[config.mk]
export PLATFORM = sky130hd
export DESIGN_NAME = go_back_n_sender_unit_flat
export DESIGN_NICKNAME = d
export VERILOG_FILES = /design/src/sv/gbn_pkg.sv /design/src/sv/gbn_req_if.sv /design/src/sv/gbn_rsp_if.sv /design/src/sv/go_back_n_sender_unit.sv /design/src/sv/gbn_ram.sv /design/src/sv/gbn_cell.sv /design/src/flat_wrapper.sv
export VERILOG_INCLUDE_DIRS = /design/src /design/src/sv
export SDC_FILE = /design/constraint.sdc
export NUM_CORES = 2
export LEC_CHECK = 0
export BUFFER_PORTS_ARGS = -buffer_cell sky130_fd_sc_hd__buf_4
export CAP_MARGIN = 20
export CORE_ASPECT_RATIO = 0.6
export CORE_MARGIN = 4
export CORE_UTILIZATION = 40
export DETAILED_ROUTE_END_ITERATION = 10
export GPL_TIMING_DRIVEN = 0
export PLACE_DENSITY = 0.56
export SKIP_CTS_REPAIR_TIMING = 1
export SLEW_MARGIN = 40
export SYNTH_ARGS = -nofsm -noshare
export SYNTH_HDL_FRONTEND = slang
export SYNTH_HIERARCHICAL = 1
export SYNTH_SLANG_ARGS = --single-unit
[constraint.sdc]
create_clock -name clk -period 12.5 [get_ports clk]
set_input_delay 3.125 -clock clk [delete_from_list [all_inputs] [get_ports clk]]
set_output_delay 3.125 -clock clk [all_outputs]
set_load 0.01 [all_outputs]
[src/sv/go_back_n_sender_unit_macros.svh]
// ----------------------------------------------------------------------------
// Assertion macros for the go-back-N sender unit.
// Each check samples on the rising edge of clk and is held off during rst.
// ----------------------------------------------------------------------------
`ifndef GO_BACK_N_SENDER_UNIT_MACROS_SVH
`define GO_BACK_N_SENDER_UNIT_MACROS_SVH

`ifndef SYNTHESIS

// Consequent must hold in the same cycle as the antecedent.
`define GBN_ASSERT_NOW(lbl, ante, cons) \
  lbl: assert property (@(posedge clk) disable iff (rst) (ante) |-> (cons)) \
    else $error("go_back_n_sender_unit: same-cycle check failed");

// Consequent must hold in the cycle after the antecedent.
`define GBN_ASSERT_NEXT(lbl, ante, cons) \
  lbl: assert property (@(posedge clk) disable iff (rst) (ante) |=> (cons)) \
    else $error("go_back_n_sender_unit: next-cycle check failed");

`else

`define GBN_ASSERT_NOW(lbl, ante, cons)
`define GBN_ASSERT_NEXT(lbl, ante, cons)

`endif

`endif

[src/sv/gbn_pkg.sv]
// ----------------------------------------------------------------------------
// gbn_pkg
// Shared sizes, codes and types of the go-back-N sender unit.
// ----------------------------------------------------------------------------
`timescale 1ns / 1ps
`default_nettype none

package gbn_pkg;

  // Field widths.
  localparam int SEQ_W  = 32;
  localparam int ADDR_W = 16;
  localparam int LEN_W  = 8;
  localparam int REQ_W  = 2;

  // Window and wait queue sizes.
  localparam int WINDOW     = 4;
  localparam int WAIT_DEPTH = 16;

  localparam int WIN_CW  = $clog2(WINDOW + 1);
  localparam int WAIT_AW = $clog2((WAIT_DEPTH > 1) ? WAIT_DEPTH : 2);
  localparam int WAIT_CW = $clog2(WAIT_DEPTH + 1);

  localparam logic [WIN_CW-1:0]  WIN_FULL  = WIN_CW'(WINDOW);
  localparam logic [WIN_CW-1:0]  WIN_ALMOST = WIN_CW'(WINDOW - 1);
  localparam logic [WAIT_CW-1:0] WAIT_FULL = WAIT_CW'(WAIT_DEPTH);
  localparam logic [WAIT_AW-1:0] WAIT_LAST = WAIT_AW'(WAIT_DEPTH - 1);

  // Request codes.
  localparam logic [REQ_W-1:0] REQ_SEND    = 2'd0;
  localparam logic [REQ_W-1:0] REQ_ACK     = 2'd1;
  localparam logic [REQ_W-1:0] REQ_TIMEOUT = 2'd2;

  // Result status codes.
  localparam logic ST_TRANSMIT = 1'b0;
  localparam logic ST_REFUSED  = 1'b1;

  // Frame descriptor.
  typedef struct packed {
    logic [SEQ_W-1:0]  seq;
    logic [ADDR_W-1:0] addr;
    logic [LEN_W-1:0]  len;
  } desc_t;

  localparam int DESC_W = $bits(desc_t);

  // Controls broadcast to every window cell.
  typedef struct packed {
    logic push;
    logic pop;
    logic rotate;
  } win_ctl_t;

endpackage

`default_nettype wire

[src/sv/gbn_req_if.sv]
// ----------------------------------------------------------------------------
// gbn_req_if
// Request channel: send, ack and timeout words with valid/ready handshake.
// ----------------------------------------------------------------------------
`timescale 1ns / 1ps
`default_nettype none

interface gbn_req_if;
  import gbn_pkg::*;

  logic              valid;
  logic              ready;
  logic [REQ_W-1:0]  req_type;
  logic [SEQ_W-1:0]  frame_seq;
  logic [ADDR_W-1:0] frame_addr;
  logic [LEN_W-1:0]  frame_len;
  logic [SEQ_W-1:0]  ack_num;

  modport source (
    output valid, req_type, frame_seq, frame_addr, frame_len, ack_num,
    input  ready
  );

  modport sink (
    input  valid, req_type, frame_seq, frame_addr, frame_len, ack_num,
    output ready
  );

endinterface

`default_nettype wire

[src/sv/gbn_rsp_if.sv]
// ----------------------------------------------------------------------------
// gbn_rsp_if
// Result channel: frames to transmit or refusals, with valid/ready handshake.
// ----------------------------------------------------------------------------
`timescale 1ns / 1ps
`default_nettype none

interface gbn_rsp_if;
  import gbn_pkg::*;

  logic              valid;
  logic              ready;
  logic [SEQ_W-1:0]  out_seq;
  logic [ADDR_W-1:0] out_addr;
  logic [LEN_W-1:0]  out_len;
  logic              status;
  logic              last;

  modport source (
    output valid, out_seq, out_addr, out_len, status, last,
    input  ready
  );

  modport sink (
    input  valid, out_seq, out_addr, out_len, status, last,
    output ready
  );

endinterface

`default_nettype wire

[src/sv/go_back_n_sender_unit.sv]
// ----------------------------------------------------------------------------
// go_back_n_sender_unit
// Go-back-N ARQ sender working on frame descriptors.
// ----------------------------------------------------------------------------
// Channels: req (sink) carries send, ack and timeout words; rsp (source)
// carries frames to transmit, or a refusal when the wait queue is full,
// with last set on the final word caused by each request.
// The unacknowledged window is a row of WINDOW cells, oldest frame in cell 0.
// Frames that do not fit wait in a RAM FIFO of WAIT_DEPTH entries.
// One request is worked at a time; req.ready is high only while idle,
// and the result register lets a new request enter while its word waits.
// Work after acceptance:
//   send    - queued, transmitted or refused,
//   ack     - retires each acknowledged frame, then moves frames
//            from the wait queue (RAM read then window load),
//   timeout - resends every window frame, oldest first.
// Each request is accepted in the idle state. The ack compare walks the
// window one cell a cycle; the wait queue RAM read sets the refill rate.
// Reset clears the window, the wait queue counters and the result valid flag;
// no clearing pass is needed. When rsp stalls, the result word holds and
// the engine waits before producing the next word.
// ----------------------------------------------------------------------------
`timescale 1ns / 1ps
`default_nettype none
`include "go_back_n_sender_unit_macros.svh"

module go_back_n_sender_unit (
  input wire logic clk,
  input wire logic rst,
  gbn_req_if.sink  req,
  gbn_rsp_if.source rsp
);
  import gbn_pkg::*;

  typedef enum logic [2:0] {
    S_IDLE,
    S_SEND,
    S_RETIRE,
    S_FILL,
    S_FILL_LOAD,
    S_TIMEOUT
  } state_t;

  state_t state;
  state_t state_next;

  // Latched request.
  desc_t            cur_desc;
  logic [SEQ_W-1:0] cur_ack;

  // Window bookkeeping.
  logic [WIN_CW-1:0] win_count;
  logic [WIN_CW-1:0] rot_idx;
  win_ctl_t          win_ctl;
  desc_t             new_data;
  logic [WINDOW-1:0] win_valid;
  desc_t             win_data [WINDOW];
  logic [WINDOW-1:0] win_mask;

  // Wait queue.
  logic [WAIT_AW-1:0] wait_rd;
  logic [WAIT_AW-1:0] wait_wr;
  logic [WAIT_CW-1:0] wait_count;
  logic               wait_we;
  logic               wait_re;
  desc_t              wait_q;
  logic [DESC_W-1:0]  wait_q_bits;

  // Result word to load.
  logic  emit;
  desc_t emit_desc;
  logic  emit_status;
  logic  emit_last;
  logic  slot_free;
  logic  req_fire;

  assign req.ready = (state == S_IDLE);
  assign req_fire  = req.valid && req.ready;
  assign slot_free = !rsp.valid || rsp.ready;
  assign wait_q    = desc_t'(wait_q_bits);

  // Row of window cells.
  for (genvar i = 0; i < WINDOW; i++) begin : g_cell
    logic  left_v;
    logic  right_v;
    desc_t right_d;

    if (i == 0) begin : g_first
      assign left_v = 1'b1;
    end else begin : g_mid
      assign left_v = win_valid[i-1];
    end

    if (i == WINDOW - 1) begin : g_last
      assign right_v = 1'b0;
      assign right_d = '0;
    end else begin : g_inner
      assign right_v = win_valid[i+1];
      assign right_d = win_data[i+1];
    end

    gbn_cell u_cell (
      .clk         (clk),
      .rst         (rst),
      .ctl         (win_ctl),
      .left_valid  (left_v),
      .right_valid (right_v),
      .right_data  (right_d),
      .head_data   (win_data[0]),
      .new_data    (new_data),
      .valid       (win_valid[i]),
      .data        (win_data[i])
    );
  end

  // Wait queue storage.
  gbn_ram #(
    .WIDTH (DESC_W),
    .DEPTH (WAIT_DEPTH)
  ) u_wait_ram (
    .clk     (clk),
    .wr_en   (wait_we),
    .wr_addr (wait_wr),
    .wr_data (cur_desc),
    .rd_en   (wait_re),
    .rd_addr (wait_rd),
    .rd_data (wait_q_bits)
  );

  // Sequencer controls for the current state.
  always_comb begin
    state_next  = state;
    win_ctl     = '0;
    new_data    = cur_desc;
    wait_we     = 1'b0;
    wait_re     = 1'b0;
    emit        = 1'b0;
    emit_desc   = '0;
    emit_status = ST_TRANSMIT;
    emit_last   = 1'b0;
    case (state)
      S_IDLE: begin
        if (req_fire) begin
          if (req.req_type == REQ_SEND) begin
            state_next = S_SEND;
          end else if (req.req_type == REQ_ACK) begin
            state_next = S_RETIRE;
          end else if (req.req_type == REQ_TIMEOUT) begin
            state_next = S_TIMEOUT;
          end
        end
      end
      S_SEND: begin
        if (win_count != WIN_FULL) begin
          if (slot_free) begin
            win_ctl.push = 1'b1;
            emit         = 1'b1;
            emit_desc    = cur_desc;
            emit_last    = 1'b1;
            state_next   = S_IDLE;
          end
        end else if (wait_count != WAIT_FULL) begin
          wait_we    = 1'b1;
          state_next = S_IDLE;
        end else if (slot_free) begin
          emit        = 1'b1;
          emit_status = ST_REFUSED;
          emit_last   = 1'b1;
          state_next  = S_IDLE;
        end
      end
      S_RETIRE: begin
        if (win_valid[0] && (win_data[0].seq <= cur_ack)) begin
          win_ctl.pop = 1'b1;
        end else begin
          state_next = S_FILL;
        end
      end
      S_FILL: begin
        if ((wait_count != '0) && (win_count != WIN_FULL)) begin
          wait_re    = 1'b1;
          state_next = S_FILL_LOAD;
        end else begin
          state_next = S_IDLE;
        end
      end
      S_FILL_LOAD: begin
        // The fill count already excludes the word being loaded here.
        new_data = wait_q;
        if (slot_free) begin
          win_ctl.push = 1'b1;
          emit         = 1'b1;
          emit_desc    = wait_q;
          emit_last    = (win_count == WIN_ALMOST) || (wait_count == '0);
          state_next   = S_FILL;
        end
      end
      S_TIMEOUT: begin
        if (win_count == '0) begin
          state_next = S_IDLE;
        end else if (slot_free) begin
          win_ctl.rotate = 1'b1;
          emit           = 1'b1;
          emit_desc      = win_data[0];
          emit_last      = (rot_idx == win_count - WIN_CW'(1));
          if (emit_last) begin
            state_next = S_IDLE;
          end
        end
      end
      default: begin
        state_next = S_IDLE;
      end
    endcase
  end

  // State, counters and the result register.
  always_ff @(posedge clk) begin
    if (rst) begin
      state      <= S_IDLE;
      win_count  <= '0;
      rot_idx    <= '0;
      wait_rd    <= '0;
      wait_wr    <= '0;
      wait_count <= '0;
      rsp.valid  <= 1'b0;
    end else begin
      state <= state_next;

      if (win_ctl.push) begin
        win_count <= win_count + WIN_CW'(1);
      end else if (win_ctl.pop) begin
        win_count <= win_count - WIN_CW'(1);
      end

      if (req_fire) begin
        rot_idx <= '0;
      end else if (win_ctl.rotate) begin
        rot_idx <= rot_idx + WIN_CW'(1);
      end

      if (wait_we) begin
        wait_wr    <= (wait_wr == WAIT_LAST) ? '0 : wait_wr + WAIT_AW'(1);
        wait_count <= wait_count + WAIT_CW'(1);
      end else if (wait_re) begin
        wait_rd    <= (wait_rd == WAIT_LAST) ? '0 : wait_rd + WAIT_AW'(1);
        wait_count <= wait_count - WAIT_CW'(1);
      end

      if (emit) begin
        rsp.valid <= 1'b1;
      end else if (rsp.ready) begin
        rsp.valid <= 1'b0;
      end
    end
  end

  // Payload registers.
  always_ff @(posedge clk) begin
    if (req_fire) begin
      cur_desc.seq  <= req.frame_seq;
      cur_desc.addr <= req.frame_addr;
      cur_desc.len  <= req.frame_len;
      cur_ack       <= req.ack_num;
    end
    if (emit) begin
      rsp.out_seq  <= emit_desc.seq;
      rsp.out_addr <= emit_desc.addr;
      rsp.out_len  <= emit_desc.len;
      rsp.status   <= emit_status;
      rsp.last     <= emit_last;
    end
  end

  // Expected occupancy pattern of the cell row.
  always_comb begin
    for (int i = 0; i < WINDOW; i++) begin
      win_mask[i] = (WIN_CW'(i) < win_count);
    end
  end

  // The occupied cells are exactly the oldest win_count cells.
  `GBN_ASSERT_NOW(a_win_packed, 1'b1, win_valid == win_mask)
  // A new result word is loaded only when the previous one has left.
  `GBN_ASSERT_NOW(a_emit_free, emit, slot_free)
  // The wait queue fill count never passes its depth.
  `GBN_ASSERT_NOW(a_wait_bound, 1'b1, wait_count <= WAIT_FULL)
  // A wait queue read is always followed by loading that word.
  `GBN_ASSERT_NEXT(a_fill_load, wait_re, state == S_FILL_LOAD)

endmodule

`default_nettype wire

[src/sv/gbn_ram.sv]
// ----------------------------------------------------------------------------
// gbn_ram
// Generic single-write, single-read RAM with a registered read port.
// ----------------------------------------------------------------------------
`timescale 1ns / 1ps
`default_nettype none

module gbn_ram #(
  parameter int WIDTH = 8,
  parameter int DEPTH = 16
) (
  input  wire logic                                     clk,
  input  wire logic                                     wr_en,
  input  wire logic [$clog2((DEPTH > 1) ? DEPTH : 2)-1:0] wr_addr,
  input  wire logic [WIDTH-1:0]                         wr_data,
  input  wire logic                                     rd_en,
  input  wire logic [$clog2((DEPTH > 1) ? DEPTH : 2)-1:0] rd_addr,
  output logic      [WIDTH-1:0]                         rd_data
);

  logic [WIDTH-1:0] mem [DEPTH];

  // Write port and registered read port; read data holds between reads.
  always_ff @(posedge clk) begin
    if (wr_en) begin
      mem[wr_addr] <= wr_data;
    end
    if (rd_en) begin
      rd_data <= mem[rd_addr];
    end
  end

endmodule

`default_nettype wire

[src/sv/gbn_cell.sv]
// ----------------------------------------------------------------------------
// gbn_cell
// One window slot: holds a frame descriptor and shifts with its neighbors.
// ----------------------------------------------------------------------------
`timescale 1ns / 1ps
`default_nettype none

module gbn_cell (
  input  wire logic             clk,
  input  wire logic             rst,
  input  wire gbn_pkg::win_ctl_t ctl,
  input  wire logic             left_valid,
  input  wire logic             right_valid,
  input  wire gbn_pkg::desc_t   right_data,
  input  wire gbn_pkg::desc_t   head_data,
  input  wire gbn_pkg::desc_t   new_data,
  output logic                  valid,
  output gbn_pkg::desc_t        data
);
  import gbn_pkg::*;

  // Occupied cells stay packed toward the oldest end. A pop moves every
  // word one cell toward the head; a rotate does the same but the youngest
  // occupied cell takes the old head word; a push fills the first free cell.
  always_ff @(posedge clk) begin
    if (rst) begin
      valid <= 1'b0;
    end else if (ctl.pop) begin
      valid <= right_valid;
    end else if (ctl.push && !valid && left_valid) begin
      valid <= 1'b1;
    end
  end

  always_ff @(posedge clk) begin
    if (ctl.pop) begin
      data <= right_data;
    end else if (ctl.rotate) begin
      if (right_valid) begin
        data <= right_data;
      end else if (valid) begin
        data <= head_data;
      end
    end else if (ctl.push && !valid && left_valid) begin
      data <= new_data;
    end
  end

endmodule

`default_nettype wire
[src/flat_wrapper.sv]
// flat-port wrapper written by rule: the top's interface ports become plain ports
module go_back_n_sender_unit_flat import gbn_pkg::*;
  (clk, rst, req_valid, req_req_type, req_frame_seq, req_frame_addr, req_frame_len, req_ack_num, req_ready, rsp_valid, rsp_out_seq, rsp_out_addr, rsp_out_len, rsp_status, rsp_last, rsp_ready);
  gbn_req_if req_i ();
  gbn_rsp_if rsp_i ();
  input wire logic clk;
  input wire logic rst;
  input wire logic [$bits(req_i.valid)-1:0] req_valid;
  input wire logic [$bits(req_i.req_type)-1:0] req_req_type;
  input wire logic [$bits(req_i.frame_seq)-1:0] req_frame_seq;
  input wire logic [$bits(req_i.frame_addr)-1:0] req_frame_addr;
  input wire logic [$bits(req_i.frame_len)-1:0] req_frame_len;
  input wire logic [$bits(req_i.ack_num)-1:0] req_ack_num;
  output wire logic [$bits(req_i.ready)-1:0] req_ready;
  output wire logic [$bits(rsp_i.valid)-1:0] rsp_valid;
  output wire logic [$bits(rsp_i.out_seq)-1:0] rsp_out_seq;
  output wire logic [$bits(rsp_i.out_addr)-1:0] rsp_out_addr;
  output wire logic [$bits(rsp_i.out_len)-1:0] rsp_out_len;
  output wire logic [$bits(rsp_i.status)-1:0] rsp_status;
  output wire logic [$bits(rsp_i.last)-1:0] rsp_last;
  input wire logic [$bits(rsp_i.ready)-1:0] rsp_ready;
  assign req_i.valid = req_valid;
  assign req_i.req_type = req_req_type;
  assign req_i.frame_seq = req_frame_seq;
  assign req_i.frame_addr = req_frame_addr;
  assign req_i.frame_len = req_frame_len;
  assign req_i.ack_num = req_ack_num;
  assign req_ready = req_i.ready;
  assign rsp_valid = rsp_i.valid;
  assign rsp_out_seq = rsp_i.out_seq;
  assign rsp_out_addr = rsp_i.out_addr;
  assign rsp_out_len = rsp_i.out_len;
  assign rsp_status = rsp_i.status;
  assign rsp_last = rsp_i.last;
  assign rsp_i.ready = rsp_ready;
  go_back_n_sender_unit u_core (.clk(clk), .rst(rst), .req(req_i), .rsp(rsp_i));
endmodule
[Word-level counts from Yosys, hierarchy flattened]
Memories as Yosys holds them, arrays and structs flattened. A register that Yosys moved wholly into a read port is not among the register bits.
Index checks and enable logic that the tools add are counted.
Word-level totals
  register bits: 397
  word-level logic and storage cells: 180
  memories kept: 1
  memory bits (writable): 896
  output and inout port bits: 60
Memories
  u_core.u_wait_ram.mem: words 16, width 56, rd ports 1, clocked after Yosys merged registers in 1, wr ports 1, line gbn_ram.sv:21  | logic [WIDTH-1:0] mem [DEPTH];
Operators by class
  multiplexer cells: 73
  add/sub/neg operators: 7
  bitwise logic cells: 2
  $lt $le $gt $ge: 1
  eq/ne operators: 23
  reductions and logical operators: 41
Operators by type and width (number)
  two-way mux 56 bit: 23
  case mux 56 bit (3 select lines): 1
  two-way mux 3 bit: 15
  <= comparator 32 bit: 1
  two-way mux 1 bit: 26
  case mux 3 bit (6 select lines): 1
  nonzero test 2 bit: 7
  logical AND 1 bit: 10
  two-way mux 5 bit: 2
  AND reduction 2 bit: 5
  == test 3 x 2 -> 1 bit (second input constant): 3
  nonzero test 3 bit: 3
  adder 4 x 1 -> 4 bit (second input constant): 2
  == test 4 bit (second input constant): 2
  two-way mux 4 bit: 2
  inequality test 4 x 3 -> 1 bit (second input constant): 2
  adder 3 x 1 -> 3 bit (second input constant): 2
  == test 3 bit (second input constant): 2
  logical NOT 3 bit: 2
  inequality test 2 bit (second input constant): 3
  inequality test 3 x 1 -> 1 bit (second input constant): 2
  case mux 1 bit (3 select lines): 2
  AND reduction 6 bit: 1
  OR reduction 2 bit: 3
  19 further kinds: 25

[Logic depth before layout (Yosys ltp)]
  depth in word-level cells: 10
  mapped depth: 13

[By module]
The synthesis kept the hierarchy.
By module, submodules not included
  gbn_ram: times used 1, area each 35238.8 um^2, cells each 1445
  gbn_cell: times used 4, area each 3181.8 um^2, cells each 264
  go_back_n_sender_unit: times used 1, area each 8411.8 um^2, cells each 824

[Worst setup path after synthesis]
OpenSTA, ideal clock, no wires.
  path type: in2reg
  start point: in rsp_ready
  end point: reg u_core/g_cell[0].u_cell/data[0] (netlist bit), enable pin
  stages on the path: 5
  buffers on the path: 1
  data arrival time: 10279 ps
  data required time: 11837 ps
  slack: 1558 ps
  cell sequence: nand2b_1 > nand2_1 > inv_1 > buf_2 > o311ai_0
RTL lines
  from (decl): line flat_wrapper.sv:21  | input wire logic [$bits(rsp_i.ready)-1:0] rsp_ready;
  to (signal assigned): line gbn_cell.sv:37  | data <= right_data;
  to (signal assigned): line gbn_cell.sv:40  | data <= right_data;
  to (signal assigned): line gbn_cell.sv:42  | data <= head_data;
  to (decl): line gbn_cell.sv:18  | output gbn_pkg::desc_t data

==> run metrics <==
CP arrival=7.98 ns; first-pass GRT wire length=around 240,000 um; initial antenna violation count=3; Rows=106; initial DRC count=slightly below 5,000; Fillers=~12,000; Critical Path End Type=register; DR pass1 iterations=6; Port Buffers=approximately 150; core area=~0.14 mm^2; Buf+Inv Stages, Crit Path=12; CTS tree=built; slowest stage cell, crit path=buf_2; setup TNS=0 ns; overall die height=~300 um; DR WL/cell=between 20 and 30 um; RSZ-0062 raised after global routing=false; register bit total from synthesis=1,349; Least-Margin Pin Slew=approximately 1.0 ns; Initial Util=40.4%; Die W=~500 um; top cells by area, synth=edfxtp_1, mux4_2, o22ai_2; CP delay by family, top=buffers and inverters; max_slew headroom=about 34%; library cells used by synthesis=59; Fmax=approximately 0.13 GHz; routability congestion estimate=0.976; Pleak=~0.022 uW; CP peak stage delay=between 0.7 and 0.8 ns; layout cells sized above 1=about 27%; clock buffer count from CTS=around 120; Via-to-Cell Ratio=roughly 5.9; min Tclk post-route=7.52 ns; Yosys top cell area share=between 70% and 80%; H-tree level count=3; final setup vio count=0; critical path peak fanout=29; vias in the first global route=about 33,000; Top FF cell, synth=edfxtp_1; Synth Warn #=6; GR Util All Layers=22.6%; worst path cell trace=buf_4 -> nand2b_1 -> nand2_1 -> inv_1 -> buf_2 -> buf_2 -> o21ai_0 -> o311ai_2 -> buf_4 -> buf_2 -> buf_2 -> buf_2 -> buf_2 -> buf_2 -> buf_4 -> buf_2; crit share post-route=between 60% and 70%; DRT antenna net count=0; WP data required=12.96 ns; Min-Delay Path Depth=2; Sink Count=1,349; clock latency on the worst-skew pair=approximately 0.77 ns; DRC viols=0; R2R Setup Slk=5.47 ns; I/O Pins=~150; Synth async-reset ratio=0%; startpoint type of the worst setup path=primary input; most frequent CP cell=buf_2; Mapped Cells=roughly 3,300; Worst Hold Path EP=u_core/rot_idx[1]$_SDFFE_PP0P_; detailed placer's ending HPWL=122,000 um; largest net degree at the start of global routing=37; clk root buf=clkbuf_16; final net count=about 4,000; Seq/Total Area, Yosys=a little under three quarters; R2R Path End=u_core/g_cell[1].u_cell/data[21]$_DFFE_PP_; Synth area leader=edfxtp_1; area growth from synthesis to layout=17.5%; maxcap violations=0; R2R depth=19; die area=approximately 0.15 mm^2; worst hold start=u_core/rot_idx[1]$_SDFFE_PP0P_; grt ovf=0; clock skew=between 0.04 and 0.05 ns; Slew Viols, Final=0; routed vias=about 35,000; Max Root-Sink Buffers=3; clock-pin slew on the worst setup and hold paths=~0.070 ns; Peak supply drop=between 0.1 and 0.15 mV; Post-synth EDFFs=1,322; Hold WS=just over 0.5 ns; reg-to-reg startpoint=u_core/g_cell[0].u_cell/data[29]$_DFFE_PP_; fin util=47.4%; Post-Syn Area=between 0.05 and 0.06 mm^2; Final Hold Vio Count=0; Worst Hold Class=register to register; Total Wirelength=between 150,000 and 200,000 um; post-synthesis area per instance=~17 um^2; PwrDens=157 mW/mm^2; status=finished, final reports clean; Crit Path Class=primary input to register; Pwr Total=about 10,000 uW
cells by family after synthesis:
group | Yosys count | share of synthesized area (%)
compound gates | 952 | 12.2
xor+xnor | 11 | 0.198
fa+ha+maj | 46 | 1.03
buf+inv | 283 | 2.77
flops | 1349 | 71.4
mux | 234 | 9.13
other cells | 2 | 0.0133
simple gates | 448 | 3.33
layout by cell type, fill, tap and decap left out, types with 14 or more instances in the layout:
| master | n |
|---|---|
| buf_8 | 41 |
| conb_1 | 116 |
| inv_1 | 49 |
| mux4_2 | 224 |
| buf_2 | 126 |
| buf_4 | 225 |
| clkbuf_16 | 118 |
| bufinv_16 | 14 |
| clkinv_1 | 24 |
| clkinv_2 | 25 |
| dfxtp_1 | 27 |
| ha_1 | 45 |
| buf_16 | 27 |
| o22ai_2 | 160 |
| clkbuf_1 | 92 |
| a22oi_1 | 168 |
| edfxtp_1 | 1322 |
| nor2_1 | 30 |
| clkbuf_2 | 26 |
| nand2_1 | 334 |
| o22ai_1 | 288 |
| buf_6 | 21 |
| a21oi_1 | 249 |
| o21ai_0 | 55 |
Yosys cell counts, types with 4 or more instances:
library cell,number
nor3_1,10
nor4_1,4
clkbuf_1,100
xnor2_1,4
buf_8,16
nand2b_1,6
buf_6,19
o311ai_0,4
mux4_2,224
nand2_1,334
a22oi_1,168
buf_2,68
mux2i_1,10
buf_4,25
nand3_1,8
o22ai_1,288
nand4_1,11
nor2_1,42
a21o_1,4
dfxtp_1,27
and2_1,4
a221oi_1,6
o21ai_0,55
a21oi_1,249
xor2_1,6
edfxtp_1,1322
inv_1,49
ha_1,45
o22ai_2,160
buf_1,6
nor2b_1,7
or2_1,8
report_power, final:
group | leakage [uW] | internal, uW | switching (uW)
logic | 0.00781 | 425 | 732
clock network | 0.00186 | 2030 | 1690
registers | 0.0122 | 5290 | 247
total | 0.0219 | 7740 | 2670
per-stage QoR:
stage                     cells  area [um^2]  worst slack [ns]
after global routing       5860        66200              4.92
after floorplan            3439        56800              1.56
after CTS                  5859        66200              5.36
after detailed placement   5641        62400              4.57
final                      5860        66200              4.98
after global placement     5482        60300             -5.28
worst min-delay path, cell delays in order (launching register included):
cell and delay (ns):
dfxtp_1 0.34, nand2_1 0.06, a21oi_1 0.06
area by class of cell:
type                            count  area (um^2)  area share (%)
Buffer                            234         1420            2.14
Antenna cell                        1         2.50         0.00378
Sequential cell                  1349        40200            60.8
Timing Repair Buffer              312         3010            4.54
Clock buffer                      136         3020            4.56
Tap cell                         1890         2360            3.57
Multi-Input combinational cell   1807        15200            22.9
Inverter                           49          184           0.278
Clock inverter                     82          831            1.25
sequential cells by signal (all words and copies together) (netlist names):
name and count:
u_core/rsp.out_addr 16, u_core/rsp.status 1, u_core/u_wait_ram/mem 896, u_core/g_cell.u_cell/valid 4, u_core/cur_ack 32, u_core/u_wait_ram/rd_data 56, u_core/g_cell.u_cell/data 224, u_core/rsp.valid 1
u_core/rsp.last 1, u_core/rsp.out_len 8, u_core/wait_wr 4, u_core/state 3, u_core/wait_rd 4, u_core/rot_idx 3, u_core/wait_count 5, u_core/win_count 3
u_core/cur_desc 56, u_core/rsp.out_seq 32
per-layer routing:
metal	global-route usage, %	vias up	part of all wire, %
met1	36.6	17987	46
met4	4.40	2	1.8
met3	5.96	216	11
met2	30.4	1879	41
met5	0	-	0.0083
li1	-	14620	-
how the worst max path moves through the flow:
stage / from / to / slack, ns / depth (start not counted)
6_report: rsp_ready / u_core/g_cell[1].u_cell/data[21]$_DFFE_PP_ / 4.98 / 16
5_1_grt: rsp_ready / u_core/g_cell[1].u_cell/data[21]$_DFFE_PP_ / 4.92 / 16
4_1_cts: rsp_ready / u_core/g_cell[1].u_cell/data[21]$_DFFE_PP_ / 5.36 / 16
3_5_place_dp: rsp_ready / u_core/g_cell[1].u_cell/data[17]$_DFFE_PP_ / 4.57 / 16
3_3_place_gp: rsp_ready / u_core/g_cell[0].u_cell/data[17]$_DFFE_PP_ / -5.28 / 6
2_1_floorplan: rsp_ready / u_core/g_cell[0].u_cell/data[0]$_DFFE_PP_ / 1.56 / 5
Power figures use the tool's default switching activity.
